## config.mk

```make
export PLATFORM = sky130hd
export DESIGN_NAME = tanh_sech2_piecewise_linear_unit
export DESIGN_NICKNAME = d
export VERILOG_FILES = /design/src/hw/rtl/tsp_pkg.sv /design/src/hw/rtl/tanh_sech2_piecewise_linear_unit.sv /design/src/hw/rtl/tsp_coef_lut.sv /design/src/hw/rtl/tsp_line_eval.sv
export SDC_FILE = /design/constraint.sdc
export NUM_CORES = 2
export LEC_CHECK = 0
export BUFFER_PORTS_ARGS = -buffer_cell sky130_fd_sc_hd__buf_2
export CORE_MARGIN = 2
export CORE_UTILIZATION = 30
export CTS_BUF_LIST = sky130_fd_sc_hd__clkbuf_4 sky130_fd_sc_hd__clkbuf_8
export DETAILED_ROUTE_END_ITERATION = 16
export PLACE_DENSITY = 0.48
export SLEW_MARGIN = 20
export SYNTH_ARGS = -nofsm -noshare
export SYNTH_HDL_FRONTEND = slang
export SYNTH_SLANG_ARGS = --single-unit
```

## constraint.sdc

```tcl
create_clock -name clk -period 11.62 [get_ports clk]
set_input_delay 0.581 -clock clk [delete_from_list [all_inputs] [get_ports clk]]
set_output_delay 0.581 -clock clk [all_outputs]
set_load 0.005 [all_outputs]
```

## src/hw/rtl/tsp_pkg.sv

```systemverilog
// shared types, segment bounds and line coefficient tables for the tanh / sech2 unit
package tsp_pkg;

    // field widths
    localparam int X_W     = 32;
    localparam int TANH_W  = 12;
    localparam int SECH_W  = 24;
    localparam int SLOPE_W = 22;
    localparam int ICPT_W  = 45;
    localparam int PROD_W  = X_W + SLOPE_W;
    localparam int ACC_W   = PROD_W + 2;

    // result bit positions inside the line sum
    localparam int TANH_SHIFT = 33;
    localparam int SECH_SHIFT = 22;

    // segment counts
    localparam int TANH_SEGS = 12;
    localparam int SECH_SEGS = 14;
    localparam int SEG_W     = 4;

    typedef logic signed [X_W-1:0] x_t;
    typedef logic [SEG_W-1:0]      seg_t;

    typedef struct packed {
        logic signed [SLOPE_W-1:0] slope;
        logic signed [ICPT_W-1:0]  icpt;
    } tsp_coef_t;

    typedef struct packed {
        tsp_coef_t tanh_coef;
        tsp_coef_t sech_coef;
    } tsp_coef_pair_t;

    // lower bounds of segments 1 and up, a bound belongs to the segment above it
    localparam x_t TANH_BOUND [TANH_SEGS-1] = '{
        -32'sd6291456, -32'sd4194304, -32'sd3145728, -32'sd2097152, -32'sd1048576,
        32'sd0, 32'sd1048576, 32'sd2097152, 32'sd3145728, 32'sd4194304, 32'sd6291456
    };

    localparam x_t SECH_BOUND [SECH_SEGS-1] = '{
        -32'sd6291456, -32'sd4194304, -32'sd3145728, -32'sd2097152, -32'sd1048576,
        -32'sd419430, 32'sd0, 32'sd419430, 32'sd1048576, 32'sd2097152,
        32'sd3145728, 32'sd4194304, 32'sd6291456
    };

    // tanh slope and intercept per segment
    function automatic tsp_coef_t tanh_coef_lookup(input seg_t seg);
        tsp_coef_t c;
        c.slope = '0;
        c.icpt  = '0;
        case (seg)
            4'd0:
            begin
                c.slope = 22'sd1536;
                c.icpt  = -45'sd8796093022208;
            end
            4'd1:
            begin
                c.slope = 22'sd61440;
                c.icpt  = -45'sd7971899106027;
            end
            4'd2:
            begin
                c.slope = 22'sd243199;
                c.icpt  = -45'sd6597069766656;
            end
            4'd3:
            begin
                c.slope = 22'sd596479;
                c.icpt  = -45'sd4398046511104;
            end
            4'd4:
            begin
                c.slope = 22'sd1243647;
                c.icpt  = -45'sd1649267441664;
            end
            4'd5, 4'd6:
            begin
                c.slope = 22'sd1998335;
                c.icpt  = 45'sd0;
            end
            4'd7:
            begin
                c.slope = 22'sd1243647;
                c.icpt  = 45'sd1649267441664;
            end
            4'd8:
            begin
                c.slope = 22'sd596479;
                c.icpt  = 45'sd4398046511104;
            end
            4'd9:
            begin
                c.slope = 22'sd243199;
                c.icpt  = 45'sd6597069766656;
            end
            4'd10:
            begin
                c.slope = 22'sd61440;
                c.icpt  = 45'sd7971899106027;
            end
            4'd11:
            begin
                c.slope = 22'sd1536;
                c.icpt  = 45'sd8796093022208;
            end
            default:
            begin
                c.slope = '0;
                c.icpt  = '0;
            end
        endcase
        return c;
    endfunction

    // sech2 slope and intercept per segment
    function automatic tsp_coef_t sech_coef_lookup(input seg_t seg);
        tsp_coef_t c;
        c.slope = '0;
        c.icpt  = '0;
        case (seg)
            4'd0:
            begin
                c.slope = 22'sd8115;
                c.icpt  = 45'sd157450065097;
            end
            4'd1:
            begin
                c.slope = 22'sd118313;
                c.icpt  = 45'sd1513807609121;
            end
            4'd2:
            begin
                c.slope = 22'sd449105;
                c.icpt  = 45'sd4332955422739;
            end
            4'd3:
            begin
                c.slope = 22'sd988194;
                c.icpt  = 45'sd7708016315360;
            end
            4'd4:
            begin
                c.slope = 22'sd1552234;
                c.icpt  = 45'sd10152450566232;
            end
            4'd5:
            begin
                c.slope = 22'sd1255513;
                c.icpt  = 45'sd9603574361646;
            end
            4'd6:
            begin
                c.slope = 22'sd450119;
                c.icpt  = 45'sd8867341375687;
            end
            4'd7:
            begin
                c.slope = -22'sd450119;
                c.icpt  = 45'sd8867341375687;
            end
            4'd8:
            begin
                c.slope = -22'sd1255513;
                c.icpt  = 45'sd9603574361646;
            end
            4'd9:
            begin
                c.slope = -22'sd1552234;
                c.icpt  = 45'sd10152450566232;
            end
            4'd10:
            begin
                c.slope = -22'sd988194;
                c.icpt  = 45'sd7708016315360;
            end
            4'd11:
            begin
                c.slope = -22'sd449105;
                c.icpt  = 45'sd4332955422739;
            end
            4'd12:
            begin
                c.slope = -22'sd118313;
                c.icpt  = 45'sd1513807609121;
            end
            4'd13:
            begin
                c.slope = -22'sd8115;
                c.icpt  = 45'sd157450065097;
            end
            default:
            begin
                c.slope = '0;
                c.icpt  = '0;
            end
        endcase
        return c;
    endfunction

endpackage

```

## src/hw/rtl/tanh_sech2_piecewise_linear_unit.sv

```systemverilog
// top level: piecewise linear tanh and sech2 of a Q11.21 argument
//
// Input channel: x_value (signed Q11.21) with in_valid / in_ready.
// Output channel: tanh_value (signed Q2.10) and sech2_value (signed Q3.21)
// with out_valid / out_ready; every input transaction yields exactly one
// output transaction, in order.
// A result passes the input register, then the result register, before it
// is offered. Throughput: one transaction per cycle while out_ready stays
// high; the path between the two registers is a segment compare, a 22x32
// multiply and one 56-bit add per function.
// Reset clears both valid flags; the data registers are not reset, and the
// block is ready right after reset.
// When the receiver stalls, the result register holds its transaction and
// the input register keeps taking one more; in_ready falls only when both
// registers are full and out_ready is low.
module tanh_sech2_piecewise_linear_unit (
    input  logic                                  clk,
    input  logic                                  rst_n,
    input  logic                                  in_valid,
    output logic                                  in_ready,
    input  logic signed [tsp_pkg::X_W-1:0]        x_value,
    output logic                                  out_valid,
    input  logic                                  out_ready,
    output logic signed [tsp_pkg::TANH_W-1:0]     tanh_value,
    output logic signed [tsp_pkg::SECH_W-1:0]     sech2_value
);

    logic                                in_valid_reg;
    tsp_pkg::x_t                         x_reg;
    logic                                out_valid_reg;
    logic signed [tsp_pkg::TANH_W-1:0]   tanh_reg;
    logic signed [tsp_pkg::SECH_W-1:0]   sech2_reg;
    logic signed [tsp_pkg::TANH_W-1:0]   tanh_next;
    logic signed [tsp_pkg::SECH_W-1:0]   sech2_next;

    logic                                out_load;
    logic                                in_fire;
    tsp_pkg::tsp_coef_pair_t             coef;
    logic signed [tsp_pkg::ACC_W-1:0]    tanh_acc;
    logic signed [tsp_pkg::ACC_W-1:0]    sech_acc;

    // flow control between the two register stages
    assign out_load = !out_valid_reg || out_ready;
    assign in_ready = !in_valid_reg || out_load;
    assign in_fire  = in_valid && in_ready;

    // input register
    always_ff @(posedge clk or negedge rst_n)
    begin
        if (!rst_n)
        begin
            in_valid_reg <= 1'b0;
        end
        else if (in_ready)
        begin
            in_valid_reg <= in_valid;
        end
    end

    always_ff @(posedge clk)
    begin
        if (in_fire)
        begin
            x_reg <= x_value;
        end
    end

    // segment selection and coefficients
    tsp_coef_lut u_coef_lut (
        .x    (x_reg),
        .coef (coef)
    );

    // line evaluation for each function
    tsp_line_eval u_tanh_eval (
        .x    (x_reg),
        .coef (coef.tanh_coef),
        .acc  (tanh_acc)
    );

    tsp_line_eval u_sech_eval (
        .x    (x_reg),
        .coef (coef.sech_coef),
        .acc  (sech_acc)
    );

    // arithmetic shift and truncation to the result widths
    assign tanh_next  = tanh_acc[tsp_pkg::TANH_SHIFT +: tsp_pkg::TANH_W];
    assign sech2_next = sech_acc[tsp_pkg::SECH_SHIFT +: tsp_pkg::SECH_W];

    // result register
    always_ff @(posedge clk or negedge rst_n)
    begin
        if (!rst_n)
        begin
            out_valid_reg <= 1'b0;
        end
        else if (out_load)
        begin
            out_valid_reg <= in_valid_reg;
        end
    end

    always_ff @(posedge clk)
    begin
        if (out_load && in_valid_reg)
        begin
            tanh_reg  <= tanh_next;
            sech2_reg <= sech2_next;
        end
    end

    assign out_valid   = out_valid_reg;
    assign tanh_value  = tanh_reg;
    assign sech2_value = sech2_reg;

`ifndef SYNTHESIS
    // an accepted transaction lands in the input register
    assert property (@(posedge clk) disable iff (!rst_n)
        in_fire |=> in_valid_reg)
    else $error("accepted transaction not captured");

    // a waiting argument holds while the result register is blocked
    assert property (@(posedge clk) disable iff (!rst_n)
        (in_valid_reg && !out_load) |=> (in_valid_reg && $stable(x_reg)))
    else $error("stalled argument lost or changed");

    // an empty result register never blocks the input side
    assert property (@(posedge clk) disable iff (!rst_n)
        !out_valid_reg |-> in_ready)
    else $error("input stalled with empty result register");

    // a pending argument moves into the result register when it is free
    assert property (@(posedge clk) disable iff (!rst_n)
        (in_valid_reg && out_load) |=> out_valid_reg)
    else $error("pending argument not moved to result register");
`endif

endmodule

```

## src/hw/rtl/tsp_coef_lut.sv

```systemverilog
// segment search and coefficient lookup for both approximations
module tsp_coef_lut (
    input  tsp_pkg::x_t             x,
    output tsp_pkg::tsp_coef_pair_t coef
);

    tsp_pkg::seg_t tanh_seg;
    tsp_pkg::seg_t sech_seg;

    // tanh segment: first bound above x, outer segment when none
    always_comb
    begin
        tanh_seg = tsp_pkg::seg_t'(tsp_pkg::TANH_SEGS - 1);
        for (int i = tsp_pkg::TANH_SEGS - 2; i >= 0; i--)
        begin
            if (x < tsp_pkg::TANH_BOUND[i])
            begin
                tanh_seg = tsp_pkg::seg_t'(i);
            end
        end
    end

    // sech2 segment, same rule on its own bounds
    always_comb
    begin
        sech_seg = tsp_pkg::seg_t'(tsp_pkg::SECH_SEGS - 1);
        for (int i = tsp_pkg::SECH_SEGS - 2; i >= 0; i--)
        begin
            if (x < tsp_pkg::SECH_BOUND[i])
            begin
                sech_seg = tsp_pkg::seg_t'(i);
            end
        end
    end

    // coefficient tables
    always_comb
    begin
        coef.tanh_coef = tsp_pkg::tanh_coef_lookup(tanh_seg);
        coef.sech_coef = tsp_pkg::sech_coef_lookup(sech_seg);
    end

endmodule

```

## src/hw/rtl/tsp_line_eval.sv

```systemverilog
// one line evaluation a*x*2 + b at full precision
module tsp_line_eval (
    input  tsp_pkg::x_t                          x,
    input  tsp_pkg::tsp_coef_t                   coef,
    output logic signed [tsp_pkg::ACC_W-1:0]     acc
);

    logic signed [tsp_pkg::PROD_W-1:0] prod;

    // signed product of slope and argument
    assign prod = tsp_pkg::PROD_W'(coef.slope) * tsp_pkg::PROD_W'(x);

    // doubled product plus intercept, exact in the accumulator width
    assign acc = (tsp_pkg::ACC_W'(prod) <<< 1) + tsp_pkg::ACC_W'(coef.icpt);

endmodule

```

==> impl_metrics.ini <==
[outcome]
status = finished with violations
violations = negative setup slack

[cts]
clock-sinks = 70
insertion_delay_ps = 570
cts.reportedPaths.clkPinSlew_ps = 130
tritoncts = yes
root_buffer = clkbuf_8
cts_made_buffers = 9
clk_path_buf_depth = 2
htreeDepth = 3

[global_route]
grt-ovfl-total = 0
antenna_found_initial = 6
grt_usage = 0.1902
grt_use_met3 = 0.02494
grt_use_met1 = 0.2635
grt_max_degree = 38
use_met2 = 0.3158
grt_pass1_vias = 39660
grt-busiest-layer = met2
grt_pass1_wl_um = 231400

[setup_path]
required_ps = 11950
end_kind = flip-flop
startpoint_type = flip-flop
critPathMaxFanout = 8
max_stage_delay_ps = 610
cpMostUsedCell = fa_1
critPathSlowestCell = fa_1
crit_type = reg2reg
crit_arrival_ps = 12000
reg2reg_setup_slack_ps = -40

[synthesis]
synth_area_um2 = 46420
yosysMostFrequentCell = inv_1
yosysWarnings = 0
avgSynthCellArea_um2 = 8.921
ys_seq_area_frac = 0.04507
async_flop_share = 0.02857
synthCells = 5203
yosys-top-cells-area = fa_1, inv_1, ha_1
synth-xor-area-share = 0.02841
synth_top_family_by_area = adder cells
synthSimpleGateAreaFrac = 0.1435
synth_compound_gate_area_share = 0.07434
synthFlopType = edfxtp_1
yosysTopAreaCellShare = 0.4835
ys_seq_elements = 70
synth_cell_type_count = 77
synth.area.mux_share = 0.002237
synthTopCellsByCount = inv_1, fa_1, nand2_1
synth_edf_count = 68
syn_nets = 6716
synth_area_leader_cell = fa_1
synthAdderAreaFrac = 0.5794

[timing]
fmax_mhz = 85.74
grt_setup_unrepaired = true
worst_slew_pin_slew_ps = 947.7
relSlewSlack = 0.3613
final_max_slew_viol_count = 0
finalCritPeriodShare = 1.004
finalClockSkew_ps = 46.74
worst_slack_ps = -43.12
setup_viol = 1
setup_tns_ps = -43.12
hold_viol = 0
min_period_ps = 11660

[final_layout]
fin_cells = 7890
drive_gt1_frac = 0.1983
fillers = 15880
finalCoreUtilization = 0.3682
areaGrowthSynthToFinish_pct = 22.07
final_nets = 7352
largest_register_ffs = 32

[die]
die-height_um = 397.4
die_area_um2 = 157900
ioPinCount = 74
placementRows = 144
initial_core_util = 0.3017
die_width_um = 397.4
core_area_um2 = 153900

[detailed_routing]
totalWireLength_um = 145100
wl_per_cell_um = 18.40
drc = 0
antenna_left = 0
dr.pass1.iters = 7
avgViaCountPerCell = 4.596
dr.first_iter.drc_count = 1512
routed-via-count = 36260

[worst_hold_path]
hp-class = in2reg

[placement]
io_buffers = 73
place_congestion = 0.8787
dpl.hpwl_um = 121500
place_inst = 7804

[run]
drv_cap = 0
-- repair_timing --
action | CTS | global route
setup endpoints to repair | 24 | 26
hold buffers | 1 | 0
cloned | 3 | 0
resized for setup | 147 | 166
setup buffers | 42 | 27
pin swaps | 135 | 120
endpoints found under the hold margin | 2 | 0
-- critical path, delay by kind of cell (launching register included) --
kind	cells	cell delay, ps
xor+xnor	1	190
mux	1	100
simple gates	13	1700
fa+ha+maj	11	4700
flops	1	400
compound gates	16	3410
buf+inv	10	950
-- layout by cell type, fill, tap and decap left out, types with 24 or more instances in the layout --
cell / count
nor2b_1: 44
o21a_1: 29
a21o_1: 81
nand3_1: 24
a21oi_1: 122
buf_12: 33
ha_4: 28
a21oi_2: 32
buf_6: 28
inv_2: 24
ha_1: 320
inv_1: 1293
nor2_1: 116
buf_2: 73
nand2_1: 696
xnor2_1: 113
fa_1: 1111
nand4_1: 25
and2_1: 300
buf_4: 733
edfxtp_1: 68
o21ai_0: 55
xor2_1: 25
and3_1: 46
-- per-stage QoR --
step                setup WS, ps  hold slack (ps)  area, um^2
CTS                       -21.06            105.5       55730
global placement          -751.3            367.7       54520
detailed placement        -882.3            371.0       54520
finish                    -43.12            170.7       56660
floorplan                  3.165            285.4       46670
global route              -580.7            142.0       56660
-- kinds of logic after synthesis --
kind of cell               Yosys count
AOI/OAI and AO/OA                  524
xor gates and xnor gates           149
adders and majority gates         1477
buffers and inverters             1566
DFF                                 70
muxes                               10
and+or+nand+nor                   1407
-- area by class of cell --
class                      count  area, um^2  share of cell area
tap                         2044        2557             0.04514
timing repair buffer         872        6944              0.1226
clock buffer                   9       123.9            0.002186
multi-input combinational   3567       39920              0.7045
clock inverter                 7       65.06            0.001148
inverter                    1319        4956             0.08747
antenna                        2       5.005          0.00008833
sequential                    70        2092             0.03692
-- layer usage --
layer  share of wire  wire length [um]  vias to the layer above
met5               0                 0                        -
met4           0.023              3319                        0
met3           0.046              6658                      114
met2            0.47             68870                      679
met1            0.46             66290                    18690
li1                -                 -                    16780
-- final timing paths --
kind / from / to / cells past startpoint
worst max-delay path: x_reg[2] / sech2_value[23] / 52
worst min-delay path: x_value[27] / x_reg[27] / 1
worst max register to register: x_reg[2] / sech2_value[23] / 52
worst min register to register: in_valid_reg / out_valid / 1
max in group asynchronous: rst_n / out_valid / 2
min in group asynchronous: rst_n / in_valid_reg / 2
Power is not shown: default switching activity piles up to over one toggle a cycle in this logic, so the estimate is an artifact.
